## src/rtl/packet_buffer_free_stack_pool_assert.svh

```systemverilog
// Assertion macros used by the buffer pool back end.
`ifndef PACKET_BUFFER_FREE_STACK_POOL_ASSERT_SVH
`define PACKET_BUFFER_FREE_STACK_POOL_ASSERT_SVH
`ifndef SYNTHESIS
`define PBFS_ASSERT(lbl, prop, msg) \
    lbl: assert property (@(posedge clk) disable iff (!rst_n) (prop)) else $error(msg);
`define PBFS_ASSERT_IMPL(lbl, ante, cons, msg) \
    lbl: assert property (@(posedge clk) disable iff (!rst_n) (ante) |-> (cons)) \
        else $error(msg);
`define PBFS_ASSERT_NEXT(lbl, ante, cons, msg) \
    lbl: assert property (@(posedge clk) disable iff (!rst_n) (ante) |=> (cons)) \
        else $error(msg);
`else
`define PBFS_ASSERT(lbl, prop, msg)
`define PBFS_ASSERT_IMPL(lbl, ante, cons, msg)
`define PBFS_ASSERT_NEXT(lbl, ante, cons, msg)
`endif
`endif

```

## src/rtl/pbfs_pkg.sv

```systemverilog
// Constants, codes and types of the buffer pool.
package pbfs_pkg;

    localparam int unsigned POOL_DEPTH    = 1024;
    localparam int unsigned MAX_BATCH     = 32;
    localparam int unsigned PAGE_BYTES    = 2097152;
    localparam int unsigned DEFAULT_BYTES = 2048;

    localparam int unsigned FUNC_W    = 2;
    localparam int unsigned REQ_W     = 6;
    localparam int unsigned IDX_W     = 10;
    localparam int unsigned SIZE_W    = 22;
    localparam int unsigned ENTRIES_W = 11;
    localparam int unsigned ADDR64_W  = 64;
    localparam int unsigned STATUS_W  = 3;
    localparam int unsigned COUNT_W   = 11;
    localparam int unsigned CFG_IDX_W = 2;
    localparam int unsigned CFG_DAT_W = 64;

    localparam int unsigned ADDR_W  = $clog2(POOL_DEPTH);
    localparam int unsigned TOP_W   = $clog2(POOL_DEPTH + 1);
    localparam int unsigned BATCH_W = $clog2(MAX_BATCH + 1);
    localparam int unsigned GRANT_W = (TOP_W > REQ_W) ? ((TOP_W > BATCH_W) ? TOP_W : BATCH_W)
                                                      : ((REQ_W > BATCH_W) ? REQ_W : BATCH_W);
    localparam int unsigned PROD_W  = IDX_W + SIZE_W;
    localparam int unsigned FIT_W   = ENTRIES_W + SIZE_W;

    localparam int unsigned QUEUE_DEPTH = 2;
    localparam int unsigned OUT_DEPTH   = 4;

    localparam logic [FUNC_W-1:0] FN_INIT  = 2'd0;
    localparam logic [FUNC_W-1:0] FN_ALLOC = 2'd1;
    localparam logic [FUNC_W-1:0] FN_FREE  = 2'd2;
    localparam logic [FUNC_W-1:0] FN_NOP   = 2'd3;

    localparam logic [STATUS_W-1:0] ST_OK        = 3'd0;
    localparam logic [STATUS_W-1:0] ST_SHORT     = 3'd1;
    localparam logic [STATUS_W-1:0] ST_NONE_FREE = 3'd2;
    localparam logic [STATUS_W-1:0] ST_OVERFLOW  = 3'd3;
    localparam logic [STATUS_W-1:0] ST_BAD_SIZE  = 3'd4;
    localparam logic [STATUS_W-1:0] ST_TOO_LARGE = 3'd5;

    localparam logic [CFG_IDX_W-1:0] REG_BASE_VIRT = 2'd0;
    localparam logic [CFG_IDX_W-1:0] REG_BASE_PHYS = 2'd1;
    localparam logic [CFG_IDX_W-1:0] REG_BUF_BYTES = 2'd2;
    localparam logic [CFG_IDX_W-1:0] REG_POOL_SIZE = 2'd3;

    localparam logic [1:0] KIND_INIT   = 2'd0;
    localparam logic [1:0] KIND_STATUS = 2'd1;
    localparam logic [1:0] KIND_ALLOC  = 2'd2;
    localparam logic [1:0] KIND_FREE   = 2'd3;

    typedef struct packed {
        logic [1:0]           kind;
        logic [STATUS_W-1:0]  status;
        logic [ENTRIES_W-1:0] arg;
    } cmd_t;

    typedef struct packed {
        logic [IDX_W-1:0]    idx;
        logic [ADDR64_W-1:0] va;
        logic [ADDR64_W-1:0] pa;
        logic                bvalid;
        logic                last;
        logic [STATUS_W-1:0] status;
        logic [COUNT_W-1:0]  fcount;
    } res_t;

endpackage

```

## src/rtl/pbfs_queue.sv

```systemverilog
// Short command queue between front and back end.
module pbfs_queue (
    input  logic           clk,
    input  logic           rst_n,
    input  logic           push,
    input  pbfs_pkg::cmd_t push_data,
    output logic           full,
    input  logic           pop,
    output logic           empty,
    output pbfs_pkg::cmd_t head
);

    import pbfs_pkg::*;

    localparam int unsigned QPTR_W = (QUEUE_DEPTH > 1) ? $clog2(QUEUE_DEPTH) : 1;
    localparam int unsigned QCNT_W = $clog2(QUEUE_DEPTH + 1);

    cmd_t              slot_reg [QUEUE_DEPTH];
    logic [QPTR_W-1:0] wr_ptr_reg, wr_ptr_next;
    logic [QPTR_W-1:0] rd_ptr_reg, rd_ptr_next;
    logic [QCNT_W-1:0] count_reg, count_next;
    logic              do_push, do_pop;

    assign full    = count_reg == QCNT_W'(QUEUE_DEPTH);
    assign empty   = count_reg == '0;
    assign head    = slot_reg[rd_ptr_reg];
    assign do_push = push && !full;
    assign do_pop  = pop && !empty;

    always_comb
    begin
        wr_ptr_next = wr_ptr_reg;
        rd_ptr_next = rd_ptr_reg;
        count_next  = count_reg;
        if (do_push)
        begin
            wr_ptr_next = (wr_ptr_reg == QPTR_W'(QUEUE_DEPTH - 1)) ? '0
                                                                  : wr_ptr_reg + QPTR_W'(1);
        end
        if (do_pop)
        begin
            rd_ptr_next = (rd_ptr_reg == QPTR_W'(QUEUE_DEPTH - 1)) ? '0
                                                                  : rd_ptr_reg + QPTR_W'(1);
        end
        if (do_push && !do_pop)
        begin
            count_next = count_reg + QCNT_W'(1);
        end
        else if (do_pop && !do_push)
        begin
            count_next = count_reg - QCNT_W'(1);
        end
    end

    always_ff @(posedge clk or negedge rst_n)
    begin
        if (!rst_n)
        begin
            wr_ptr_reg <= '0;
            rd_ptr_reg <= '0;
            count_reg  <= '0;
        end
        else
        begin
            wr_ptr_reg <= wr_ptr_next;
            rd_ptr_reg <= rd_ptr_next;
            count_reg  <= count_next;
        end
    end

    always_ff @(posedge clk)
    begin
        if (do_push)
        begin
            slot_reg[wr_ptr_reg] <= push_data;
        end
    end

endmodule

```

## config.mk

```make
export PLATFORM = sky130hd
export DESIGN_NAME = pbfs_queue
export DESIGN_NICKNAME = d
export VERILOG_FILES = /design/src/rtl/packet_buffer_free_stack_pool_assert.svh /design/src/rtl/pbfs_pkg.sv /design/src/rtl/pbfs_queue.sv
export SDC_FILE = /design/constraint.sdc
export NUM_CORES = 1
export LEC_CHECK = 0
export BUFFER_PORTS_ARGS = -buffer_cell sky130_fd_sc_hd__buf_2
export CAP_MARGIN = 20
export CORE_ASPECT_RATIO = 1.5
export CORE_UTILIZATION = 40
export DETAILED_ROUTE_END_ITERATION = 10
export GPL_TIMING_DRIVEN = 0
export SYNTH_ARGS = -nofsm -noshare
export SYNTH_HDL_FRONTEND = slang
export SYNTH_SLANG_ARGS = --single-unit
```

## constraint.sdc

```tcl
create_clock -name clk -period 3.4 [get_ports clk]
set_input_delay 0.17 -clock clk [delete_from_list [all_inputs] [get_ports clk]]
set_output_delay 0.17 -clock clk [all_outputs]
set_load 0.02 [all_outputs]
```

==> qor.yml <==
syn-cell-area_sq_um: 1400
crit_family: "simple AND/OR/NAND/NOR gates"
cp.arrival_ns: 1.74
synth_async_sr_flop_share: 0.111
ant_nets: 0
hpwl_mm: 1.50
gp_congestion: 0.649
die_h_microns: 74.5
nNetsFinal: 136
root_buffer: "clkbuf_8"
postCtsSetupBuffers: 0
viasPerCell: 4.59
combPwrFrac: 0.385
grt_max_degree: 17
antenna_found_initial: 0
ios: 38
p_switching_uw: 503
hold_slack_ns: 0.0702
grt_pass1_vias: 715
slowest_stage: "nor2_1"
firstDrtPassIters: 4
drc_errors: 0
required_ns: 3.40
grt-ovfl-total: 0
leakagePower_nw: 0.720
rsz0062_at_grt: "no"
cts.hold.buffers_added: 1
min_period_ns: 1.74
tns_ns: 0
cts.sinks: 36
rows: 26
seq_area_frac_synth: 0.756
routedWlPerCell_microns: 13.7
setup_viol: 0
slew_headroom: 0.491
initial_core_util: 0.415
fillers: 304
powerDensity_nw_per_um2: 890
hold_violations: 0
num_antenna_cells: 0
maxSlewViolCount: 0
ir_worst_vdd_mv: 0.506
p_seq_frac: 0.421
internal_power_mw: 1.06
synthTopCellsByArea: "edfxtp_1, mux2_4, dfrtp_1"
grt_usage: 0.133
clk_latency_ns: 0.29
path_max_fanout: 10
port_buffers: 37
cp-start-kind: "register"
clk_path_buf_depth: 2
synth-seq-cells: 36
synth_top_area_share: 0.685
cts_resized: 0
hold_path.class: "input port to register"
skew_ns: 0.00228
cp_num_buf_inv: 1
cts_htree_levels: 2
cts_buffers: 5
largest_register_ffs: 32
cts_tree: "built"
yosysWarnings: 0
crit_chain: "nand2b_1 -> nand2_1 -> nor2_1 -> buf_6"
yosys.area.top_type: "edfxtp_1"
finalPower_mw: 1.56
synth_flop_cell: "edfxtp_1"
dieArea_sq_um: 3750
synth-edff-count: 32
ff_latch_area_sq_um: 1060
routed_wl_mm: 2.16
area_delta_synth_final_pct: 24.9
pwr-share-clk: 0.193
synthesis.nets: 90
multiInputGateArea_sq_um: 303
path_clk_slew_ns: 0.06
worstMarginPinSlew_ns: 0.763
crit_path_end_kind: "register"
layout-drive-gt1-share: 0.534
die_x_microns: 50.4
avgSynthCellArea_sq_um: 20.3
drtIter0Drc: 14
switching_share: 0.323
yosysMostFrequentCell: "edfxtp_1"
status: "complete, no violations"
synth_commonest_cells: "edfxtp_1, mux2_4, mux2_2"
maxCapViolations: 0
period_share: 0.511
vias: 726
syn_inst: 69
ys_types: 15
fmax_mhz: 575
grt_pass1_wl_mm: 3.28
critPathMaxStageDelay_ns: 0.51
core-area_sq_um: 3380
critPathKind: "register to register"
-- final timing paths --
path                                    from         endpoint  slack (ns)  cells after the start
max in group asynchronous              rst_n       wr_ptr_reg        3.06                      2
worst min-delay path            push_data[3]   slot_reg[0][3]        0.07                      1
worst max-delay path            count_reg[0]  slot_reg[0][12]        1.66                      4
min in group asynchronous              rst_n     count_reg[1]        0.22                      2
worst min register to register    wr_ptr_reg       wr_ptr_reg        0.52                      1
worst max register to register  count_reg[0]  slot_reg[0][12]        1.66                      4
-- layer usage --
metal / vias up / global-route usage / routed length [microns]
li1: 348 / - / -
met1: 344 / 0.131 / 843
met2: 28 / 0.227 / 1120
met3: 6 / 0.0613 / 141
met4: 0 / 0.0833 / 54
met5: - / 0 / 0
-- per-stage QoR --
stage | area (sq um) | std cells | util | worst slack, ns
2_1_floorplan | 1400 | 69 | - | 1.67
3_3_place_gp | 1640 | 148 | 0.485 | 1.29
3_5_place_dp | 1650 | 149 | 0.488 | 1.65
4_1_cts | 1750 | 158 | 0.518 | 1.62
5_1_grt | 1750 | 158 | 0.518 | 1.53
6_report | 1750 | 158 | 0.518 | 1.66
-- final cells by class --
class	instances	share of cell area
sequential	36	0.606
multi-input combinational	29	0.173
timing repair buffer	39	0.118
clock buffer	8	0.0514
tap	42	0.0300
buffer	2	0.0179
inverter	2	0.00429
-- cells in the final DEF, fill, tap and decap left out, types with 2 or more instances in the layout --
cell,n
buf_2,37
edfxtp_1,32
mux2_4,9
mux2_2,7
clkbuf_8,6
dfrtp_1,4
nor2_1,3
xnor2_1,3
inv_1,2
buf_6,2
xor2_1,2
clkbuf_1,2
-- kinds of logic after synthesis --
| logic type | count (synthesis) | share of synthesized area |
|---|---|---|
| adder cells (fa/ha/maj) | 1 | 0.00892 |
| AO/OA/AOI/OAI | 1 | 0.00356 |
| buffers and inverters | 4 | 0.0277 |
| multiplexers | 16 | 0.153 |
| AND/OR/NAND/NOR | 6 | 0.0196 |
| flip-flops | 36 | 0.756 |
| XOR/XNOR | 5 | 0.0312 |
-- power by group through the flow --
stage,logic [mW],clock network (mW),registers [mW]
detailed placement,0.609,0,0.667
global placement,0.588,0,0.659
CTS,0.613,0.310,0.658
global route,0.646,0.325,0.669
floorplan,0.453,0,0.653
finish,0.601,0.301,0.657
Note: power is estimated with default switching activity, not from simulation.
