**src/rtl/packet_buffer_free_stack_pool_assert.svh**
```systemverilog
// Assertion macros used by the buffer pool back end.
`ifndef PACKET_BUFFER_FREE_STACK_POOL_ASSERT_SVH
`define PACKET_BUFFER_FREE_STACK_POOL_ASSERT_SVH
`ifndef SYNTHESIS
`define PBFS_ASSERT(lbl, prop, msg) \
    lbl: assert property (@(posedge clk) disable iff (!rst_n) (prop)) else $error(msg);
`define PBFS_ASSERT_IMPL(lbl, ante, cons, msg) \
    lbl: assert property (@(posedge clk) disable iff (!rst_n) (ante) |-> (cons)) \
        else $error(msg);
`define PBFS_ASSERT_NEXT(lbl, ante, cons, msg) \
    lbl: assert property (@(posedge clk) disable iff (!rst_n) (ante) |=> (cons)) \
        else $error(msg);
`else
`define PBFS_ASSERT(lbl, prop, msg)
`define PBFS_ASSERT_IMPL(lbl, ante, cons, msg)
`define PBFS_ASSERT_NEXT(lbl, ante, cons, msg)
`endif
`endif

```
**src/rtl/pbfs_pkg.sv**
```systemverilog
// Constants, codes and types of the buffer pool.
package pbfs_pkg;

    localparam int unsigned POOL_DEPTH    = 1024;
    localparam int unsigned MAX_BATCH     = 32;
    localparam int unsigned PAGE_BYTES    = 2097152;
    localparam int unsigned DEFAULT_BYTES = 2048;

    localparam int unsigned FUNC_W    = 2;
    localparam int unsigned REQ_W     = 6;
    localparam int unsigned IDX_W     = 10;
    localparam int unsigned SIZE_W    = 22;
    localparam int unsigned ENTRIES_W = 11;
    localparam int unsigned ADDR64_W  = 64;
    localparam int unsigned STATUS_W  = 3;
    localparam int unsigned COUNT_W   = 11;
    localparam int unsigned CFG_IDX_W = 2;
    localparam int unsigned CFG_DAT_W = 64;

    localparam int unsigned ADDR_W  = $clog2(POOL_DEPTH);
    localparam int unsigned TOP_W   = $clog2(POOL_DEPTH + 1);
    localparam int unsigned BATCH_W = $clog2(MAX_BATCH + 1);
    localparam int unsigned GRANT_W = (TOP_W > REQ_W) ? ((TOP_W > BATCH_W) ? TOP_W : BATCH_W)
                                                      : ((REQ_W > BATCH_W) ? REQ_W : BATCH_W);
    localparam int unsigned PROD_W  = IDX_W + SIZE_W;
    localparam int unsigned FIT_W   = ENTRIES_W + SIZE_W;

    localparam int unsigned QUEUE_DEPTH = 2;
    localparam int unsigned OUT_DEPTH   = 4;

    localparam logic [FUNC_W-1:0] FN_INIT  = 2'd0;
    localparam logic [FUNC_W-1:0] FN_ALLOC = 2'd1;
    localparam logic [FUNC_W-1:0] FN_FREE  = 2'd2;
    localparam logic [FUNC_W-1:0] FN_NOP   = 2'd3;

    localparam logic [STATUS_W-1:0] ST_OK        = 3'd0;
    localparam logic [STATUS_W-1:0] ST_SHORT     = 3'd1;
    localparam logic [STATUS_W-1:0] ST_NONE_FREE = 3'd2;
    localparam logic [STATUS_W-1:0] ST_OVERFLOW  = 3'd3;
    localparam logic [STATUS_W-1:0] ST_BAD_SIZE  = 3'd4;
    localparam logic [STATUS_W-1:0] ST_TOO_LARGE = 3'd5;

    localparam logic [CFG_IDX_W-1:0] REG_BASE_VIRT = 2'd0;
    localparam logic [CFG_IDX_W-1:0] REG_BASE_PHYS = 2'd1;
    localparam logic [CFG_IDX_W-1:0] REG_BUF_BYTES = 2'd2;
    localparam logic [CFG_IDX_W-1:0] REG_POOL_SIZE = 2'd3;

    localparam logic [1:0] KIND_INIT   = 2'd0;
    localparam logic [1:0] KIND_STATUS = 2'd1;
    localparam logic [1:0] KIND_ALLOC  = 2'd2;
    localparam logic [1:0] KIND_FREE   = 2'd3;

    typedef struct packed {
        logic [1:0]           kind;
        logic [STATUS_W-1:0]  status;
        logic [ENTRIES_W-1:0] arg;
    } cmd_t;

    typedef struct packed {
        logic [IDX_W-1:0]    idx;
        logic [ADDR64_W-1:0] va;
        logic [ADDR64_W-1:0] pa;
        logic                bvalid;
        logic                last;
        logic [STATUS_W-1:0] status;
        logic [COUNT_W-1:0]  fcount;
    } res_t;

endpackage

```
**src/rtl/pbfs_front.sv**
```systemverilog
// Front end: takes requests and classifies them into commands for the back end.
module pbfs_front (
    input  logic                            cmd_valid,
    output logic                            cmd_ready,
    input  logic [pbfs_pkg::FUNC_W-1:0]     func,
    input  logic [pbfs_pkg::REQ_W-1:0]      request_count,
    input  logic [pbfs_pkg::IDX_W-1:0]      release_index,
    input  logic [pbfs_pkg::SIZE_W-1:0]     size_eff,
    input  logic [pbfs_pkg::ENTRIES_W-1:0]  pool_entries,
    input  logic                            q_full,
    output logic                            q_push,
    output pbfs_pkg::cmd_t                  q_data
);

    import pbfs_pkg::*;

    logic             size_ok;
    logic [FIT_W-1:0] pool_bytes;
    logic             too_large;
    logic             rel_bad;

    // page is a power of two, so the size divides it iff it is one too and no larger
    assign size_ok    = ((size_eff & (size_eff - SIZE_W'(1))) == '0)
                     && (32'(size_eff) <= PAGE_BYTES);
    assign pool_bytes = FIT_W'(pool_entries) * FIT_W'(size_eff);
    assign too_large  = (32'(pool_entries) > POOL_DEPTH) || (pool_bytes > FIT_W'(PAGE_BYTES));
    assign rel_bad    = 32'(release_index) >= POOL_DEPTH;

    assign cmd_ready = !q_full;
    assign q_push    = cmd_valid && !q_full && (func != FN_NOP);

    always_comb
    begin
        q_data.kind   = KIND_STATUS;
        q_data.status = ST_OK;
        q_data.arg    = '0;
        case (func)
            FN_INIT:
            begin
                if (!size_ok)
                begin
                    q_data.status = ST_BAD_SIZE;
                end
                else if (too_large)
                begin
                    q_data.status = ST_TOO_LARGE;
                end
                else
                begin
                    q_data.kind = KIND_INIT;
                    q_data.arg  = pool_entries;
                end
            end
            FN_ALLOC:
            begin
                if (request_count != '0)
                begin
                    q_data.kind = KIND_ALLOC;
                    q_data.arg  = ENTRIES_W'(request_count);
                end
            end
            FN_FREE:
            begin
                if (rel_bad)
                begin
                    q_data.status = ST_OVERFLOW;
                end
                else
                begin
                    q_data.kind = KIND_FREE;
                    q_data.arg  = ENTRIES_W'(release_index);
                end
            end
            default:
            begin
                q_data.kind = KIND_STATUS;
            end
        endcase
    end

endmodule

```
**config.mk**
```make
export PLATFORM = sky130hd
export DESIGN_NAME = pbfs_front
export DESIGN_NICKNAME = d
export VERILOG_FILES = /design/src/rtl/packet_buffer_free_stack_pool_assert.svh /design/src/rtl/pbfs_pkg.sv /design/src/rtl/pbfs_front.sv
export SDC_FILE = /design/constraint.sdc
export NUM_CORES = 1
export LEC_CHECK = 0
export ABC_CLOCK_PERIOD_IN_PS = 6500
export BUFFER_PORTS_ARGS = -buffer_cell sky130_fd_sc_hd__buf_2
export CELL_PAD_IN_SITES_DETAIL_PLACEMENT = 0
export CELL_PAD_IN_SITES_GLOBAL_PLACEMENT = 1
export CORE_AREA = 2 2 174 176
export DETAILED_ROUTE_END_ITERATION = 16
export DIE_AREA = 0 0 176 178
export PLACE_DENSITY_LB_ADDON = 0.1
export REMOVE_ABC_BUFFERS = 1
export SYNTH_ARGS = -nofsm -noshare
export SYNTH_HDL_FRONTEND = slang
export SYNTH_SLANG_ARGS = --single-unit
```
**constraint.sdc**
```tcl
create_clock -name vclk -period 6.5
set_clock_uncertainty 0.05 [all_clocks]
set_input_delay 0.325 -clock vclk [all_inputs]
set_output_delay 0.325 -clock vclk [all_outputs]
set_load 0.05 [all_outputs]
```
==> results of run 1 <==
==> per-layer routing <==
layer	up-vias	GRT usage, %
met1	4020	25.8
met5	-	0
met2	133	33.6
met3	18	0.725
li1	3894	-
met4	0	1.17
==> Yosys cell counts, drive strengths merged (4+ instances only) <==
cell	number	area, um2
clkbuf	58	218
nor3	12	71.3
and3	8	50.1
and2	97	607
a22o	5	43.8
a21o	13	97.6
fa	179	3580
nand4	10	62.6
a21oi	33	165
nor2	30	113
xnor2	8	70.1
o31a	4	35.0
o21a	12	90.1
nand2	192	721
nor4	9	56.3
or4	10	86.3
a31o	7	61.3
a2111oi	5	45.0
o211a	4	40.0
o21bai	4	30.0
nand3	6	30.0
xor2	5	43.8
nor2b	5	31.3
o211ai	10	75.1
or3	8	50.1
o2111ai	4	35.0
o21ai	29	145
o31ai	5	37.5
a211oi	5	37.5
and4	4	35.0
ha	71	888
inv	181	679
==> worst paths after layout <==
| path | from | endpoint | slack (ns) | cells past startpoint |
|---|---|---|---|---|
| max | pool_entries[6] | q_data[13] | -0.22 | 25 |
| min | q_full | cmd_ready | 0.91 | 3 |
==> worst max-delay path, delay by kind of cell <==
kind / cells / cell delay (ns)
AOI/OAI and AO/OA: 6 / 1.29
adders and majority gates: 6 / 2.78
buffers and inverters: 10 / 1.09
and+or+nand+nor: 3 / 0.86
==> per-stage QoR <==
step	setup WS, ns	hold WS [ns]	instances
3_5_place_dp	-0.606	0.909	1664
6_report	-0.222	0.906	1690
5_1_grt	-0.384	0.916	1690
3_3_place_gp	-0.581	0.904	1664
2_1_floorplan	-0.849	0.781	1015
4_1_cts	-0.174	0.909	1680
==> cell type report <==
class	count	area share, %
inverter	181	5.78
timing repair buffer	285	19.8
multi-input combinational	834	70.2
tap	390	4.15
==> repair_timing <==
item / in CTS / in global routing
buffers inserted: 16 / 11
endpoints found under the setup margin: 14 / 14
gates resized for setup: 134 / 59
endpoints found under the hold margin: 0 / 0
pin swaps: 56 / 36
==> cell families after synthesis <==
family          after synthesis  share of synthesized area (%)
compound gates              163                           13.0
xor+xnor                     13                           1.31
fa+ha+maj                   252                           51.8
buf+inv                     242                           10.6
mux                           2                          0.231
other cells                   1                         0.0432
simple gates                403                           23.1
==> results by group, run 1 <==
Status
  • Outcome: finished, violations left
  • Failing checks: negative setup slack

Routing
  • Via density: 4.77
  • Routed wl met3: 810 um
  • Via count: 8065
  • DRT met1 WL: 13100 um
  • Met2 WL: 14100 um
  • Final wirelength: 28200 um
  • Residual DRC: 0
  • Antenna viol nets, final: 0
  • Top sig layer: met4
  • Avg WL per Cell: 16.7 um
  • Initial DRT Pass Iterations: 6
  • Initial DRC count: 296

Cells and area
  • NumNets Final: 1605
  • Clock buffer cells: 0
  • Filler Cell Count: 3111
  • Design area: 11800 um2
  • Final Util: 40.0%
  • # diodes: 0
  • Synth-to-Final Area Change: 35.5%
  • Area of the multi-input gates: 8260 um2
  • Most common cell after layout, fill and taps aside: buf_4
  • Share of cells above drive strength 1: 28.8%
  • Register area: 0 um2
  • Seq cells: 0
  • Most frequent cells in the layout: buf_4, nand2_1, inv_1, fa_1, and2_1

Worst setup path
  • Worst EP required: 6.12 ns
  • WP data arrival: 6.35 ns
  • Most used cell, CP: fa_1
  • Worst setup SP type: input pin
  • Slowest-stage cell, CP: or4_4
  • Crit path max fanout: 6
  • Slowest stage delay, CP: 0.56 ns
  • WS Path Type: input pin to output port
  • CP endpoint kind: output port

Place
  • Dpl hpwl: 24600 um
  • PortBufs: 70
  • RePlAce Congestion: 0.815
  • Post-placement cell area: 10800 um2

Timing
  • Max-slew violations: 0
  • Fmax: 149 MHz
  • Final Hold Fails: 0
  • Final setup viols: 14
  • Post-route clock period utilization: 103%
  • Fin crit period: 6.72 ns
  • Worst Max-Slew Pin Slew: 0.652 ns
  • RSZ-0062 raised after global routing: yes
  • Relative slew margins: 55.4%
  • Setup WS post-layout: -0.222 ns
  • Setup Total Neg Slack: -1.36 ns

Die
  • Die area: 31300 um2
  • Initial Util: 29.5%
  • Boundary pin count: 71
  • Die Wd: 176 um
  • Core Footprint: 29400 um2
  • Die Ht: 178 um
  • FP Rows: 63

Yosys
  • Synth Instances: 1076
  • Number of library cell types mapped by synthesis: 63
  • Synth warn: 0
  • Synthesized area: 8680 um2
  • Mapped Avg Cell Area: 8.06 um2
  • Post-synthesis sequential area ratio: 0%

Global route
  • Initial antenna violation count: 1
  • Largest net degree at the start of global routing: 21
  • GRT Total Usage: 18.6%
  • First-pass GRT wire length: 46200 um
  • Overflow after GRT: 0
  • Number of global-route vias before repair: 8524

Worst hold path
  • Worst Hold Class: input pin to output port

Clock tree
  • Hold bufs inserted after CTS: 0

Flow run
  • Max-cap violations: 0
Power of run 1 is not shown: default switching activity piles up to over one toggle a cycle in this logic, so the estimate is an artifact.
==> run 2, diff against run 1 <==
--- a/config.mk
+++ b/config.mk
@@ -5,13 +5,14 @@
 export SDC_FILE = /design/constraint.sdc
 export NUM_CORES = 1
 export LEC_CHECK = 0
+export ABC_AREA = 1
 export ABC_CLOCK_PERIOD_IN_PS = 6500
 export BUFFER_PORTS_ARGS = -buffer_cell sky130_fd_sc_hd__buf_2
 export CELL_PAD_IN_SITES_DETAIL_PLACEMENT = 0
 export CELL_PAD_IN_SITES_GLOBAL_PLACEMENT = 1
-export CORE_AREA = 2 2 174 176
+export CORE_AREA = 2 2 177 179
 export DETAILED_ROUTE_END_ITERATION = 16
-export DIE_AREA = 0 0 176 178
+export DIE_AREA = 0 0 179 181
 export PLACE_DENSITY_LB_ADDON = 0.1
 export REMOVE_ABC_BUFFERS = 1
 export SYNTH_ARGS = -nofsm -noshare
==> run 2 against run 1 <==
The run now ends clean. Sequential share of layout area is the same. Hold slack gained 0.0075 ns. Fmax grew 8.2%. Synthesized area grew 4.5%. Clock-buffer cell count is the same. Utilization shrank 5.0 points. Cell area shrank 9.7%. Critical path depth grew 3. Non-clock buffer count shrank 153. Sequential cell count is the same. First-iteration DRC count grew 3.4%. Critical path type unchanged. Largest cell class unchanged.
==> results by group, run 2 <==
Status
  • Outcome: completed

Cells and area
  • Share of cells above drive strength 1: 13.8% (-15 points)
  • Seq cells: 0 (unchanged)
  • Final Util: 35.0% (-5.0 points)
  • Design area: 10600 um2 (-9.7%)
  • Synth-to-Final Area Change: 17.1%
  • NumNets Final: 1757 (+9.5%)
  • Most common cell after layout, fill and taps aside: nand2_1
  • Most frequent cells in the layout: nand2_1, inv_1, fa_1
  • Register area: 0 um2 (unchanged)
  • Filler Cell Count: 3395 (+9.1%)
  • Clock buffer cells: 0 (unchanged)
  • # diodes: 0 (unchanged)

Yosys
  • Top cells by count, synth: nand2_1, inv_1, fa_1, nor2_1, ha_1
  • Number of library cell types mapped by synthesis: 37 (-41%)
  • Synth Instances: 1368 (+27%)
  • Post-synthesis sequential area ratio: 0% (unchanged)
  • Synth top area share: 39.5% (-1.8 points)
  • Count leader, synth: nand2_1
  • Synth area leaders: fa_1, nand2_1, inv_1, ha_1, nor2_1
  • Synthesized area: 9070 um2 (+4.5%)
  • Synth warn: 0 (unchanged)
  • Mapped Avg Cell Area: 6.63 um2 (-18%)
  • Cell accounting for the most synthesized area: fa_1

Place
  • Dpl hpwl: 24100 um (-2.3%)
  • PortBufs: 70 (unchanged)
  • Post-placement cell area: 10200 um2 (-5.2%)
  • RePlAce Congestion: 0.812 (-0.39%)

Die
  • Die Ht: 181 um (+1.7%)
  • Boundary pin count: 71 (unchanged)
  • Core Footprint: 30300 um2 (+3.2%)
  • FP Rows: 64 (+1.6%)
  • Initial Util: 29.9% (+0.37 points)
  • Die area: 32400 um2 (+3.4%)
  • Die Wd: 179 um (+1.7%)

Worst setup path
  • Worst EP required: 6.12 ns (about the same)
  • CP endpoint kind: output port
  • WS Path Type: input pin to output port
  • WP data arrival: 5.84 ns (-0.51 ns)
  • Crit path max fanout: 18 (+12)
  • Worst setup SP type: input pin

Power and ir drop
  • Worst VDD drop: 0.296 mV
  • LEAKAGE: 6.18 nW
  • Pwr/cell area: 560 nW/um2

Timing
  • Fin crit period: 6.21 ns (-0.510 ns)
  • Worst Max-Slew Pin Slew: 0.799 ns (+0.148 ns)
  • Final Hold Fails: 0 (unchanged)
  • Fmax: 161 MHz (+8.2%)
  • Post-route clock period utilization: 95.6% (-7.8 points)
  • Max-slew violations: 0 (unchanged)
  • Worst hold slack: 0.913 ns (+0.00749 ns)
  • Final setup viols: 0 (-14)
  • Relative slew margins: 46.5% (-8.9 points)

Global route
  • Largest net degree at the start of global routing: 25 (+19%)
  • GRT Total Usage: 17.6% (-0.91 points)
  • Number of global-route vias before repair: 8605 (+0.95%)
  • Overflow after GRT: 0 (unchanged)
  • Initial antenna violation count: 0 (-1)
  • First-pass GRT wire length: 45800 um (-0.84%)

Worst hold path
  • Worst Hold Class: input pin to output port

Routing
  • Final wirelength: 27700 um (-1.6%)
  • Avg WL per Cell: 15.0 um (-10%)
  • Initial DRC count: 306 (+3.4%)
  • Via density: 4.45 (-6.8%)
  • Antenna viol nets, final: 0 (unchanged)
  • Residual DRC: 0 (unchanged)
  • Initial DRT Pass Iterations: 4 (-2)
  • Via count: 8219 (+1.9%)

Flow run
  • Max-cap violations: 0 (unchanged)
==> run 2: worst max-delay path, cell delays in order <==
cell,delay (ns)
buf_2,0.19
buf_12,0.19
nand2_1,0.09
fa_1,0.54
inv_1,0.06
fa_1,0.47
inv_1,0.05
fa_1,0.47
inv_1,0.05
fa_1,0.47
inv_1,0.05
fa_1,0.47
inv_1,0.04
ha_2,0.40
nand2_1,0.16
nor3_1,0.41
nand2_1,0.13
nand2_1,0.07
nand2_1,0.05
nand2_1,0.05
nand3_1,0.09
nor2_2,0.12
nand2_2,0.07
nor2_4,0.23
clkbuf_16,0.21
nand4_1,0.07
nand2_1,0.10
buf_4,0.19
==> run 2: power by group <==
| part | internal, mW | total (mW) | switching [mW] |
|---|---|---|---|
| Clock | 0 | 0 | 0 |
| Combinational | 2.37 | 5.95 | 3.58 |
| Sequential | 0 | 0 | 0 |
==> run 2: path summary, 6_finish.rpt <==
kind,from,to,slack [ns],cells past startpoint
worst max-delay path,pool_entries[8],q_data[2],0.29,28
worst min-delay path,q_full,cmd_ready,0.91,3
==> run 2: through the flow <==
step                      cells  setup TNS, ns  setup WS (ns)  power [mW]
after floorplan            1320              0          0.650        3.76
after global placement     1843          -2.32         -0.204        5.64
after detailed placement   1843          -2.19         -0.194        5.57
after CTS                  1843              0         0.0174        5.62
after global routing       1848        -0.0244        -0.0187        6.84
final                      1848              0          0.288        5.95
==> run 2: cell type report <==
class	count	area (um2)	share of cell area, %
Multi-Input combinational cell	953	7680	72.4
Inverter	367	1380	13.0
Tap cell	396	495	4.67
Timing Repair Buffer	132	1060	9.99
==> run 2: what timing repair did <==
item                                    CTS  global route
setup buffers                             0             2
hold endpoints to repair                  0             0
endpoints found under the setup margin   14            14
hold buffers                              0             0
gates resized for setup                  19            80
cloned                                    0             3
pin swaps                                 0            29
==> run 2: cell families after synthesis <==
group,share of synthesized area [%]
xor+xnor,0.580
buf+inv,17.3
compound gates,3.68
fa+ha+maj,49.4
other cells,0.0414
simple gates,28.9
==> run 2: layer usage <==
| layer | up-vias | routed length, um | track usage (%) |
|---|---|---|---|
| met3 | 5 | 869 | 0.484 |
| met1 | 3984 | 12900 | 24.6 |
| met5 | - | 0 | 0 |
| met2 | 105 | 13900 | 31.9 |
| met4 | 0 | 72 | 0.488 |
| li1 | 4125 | - | - |
Note: power is estimated with default switching activity, not from simulation.
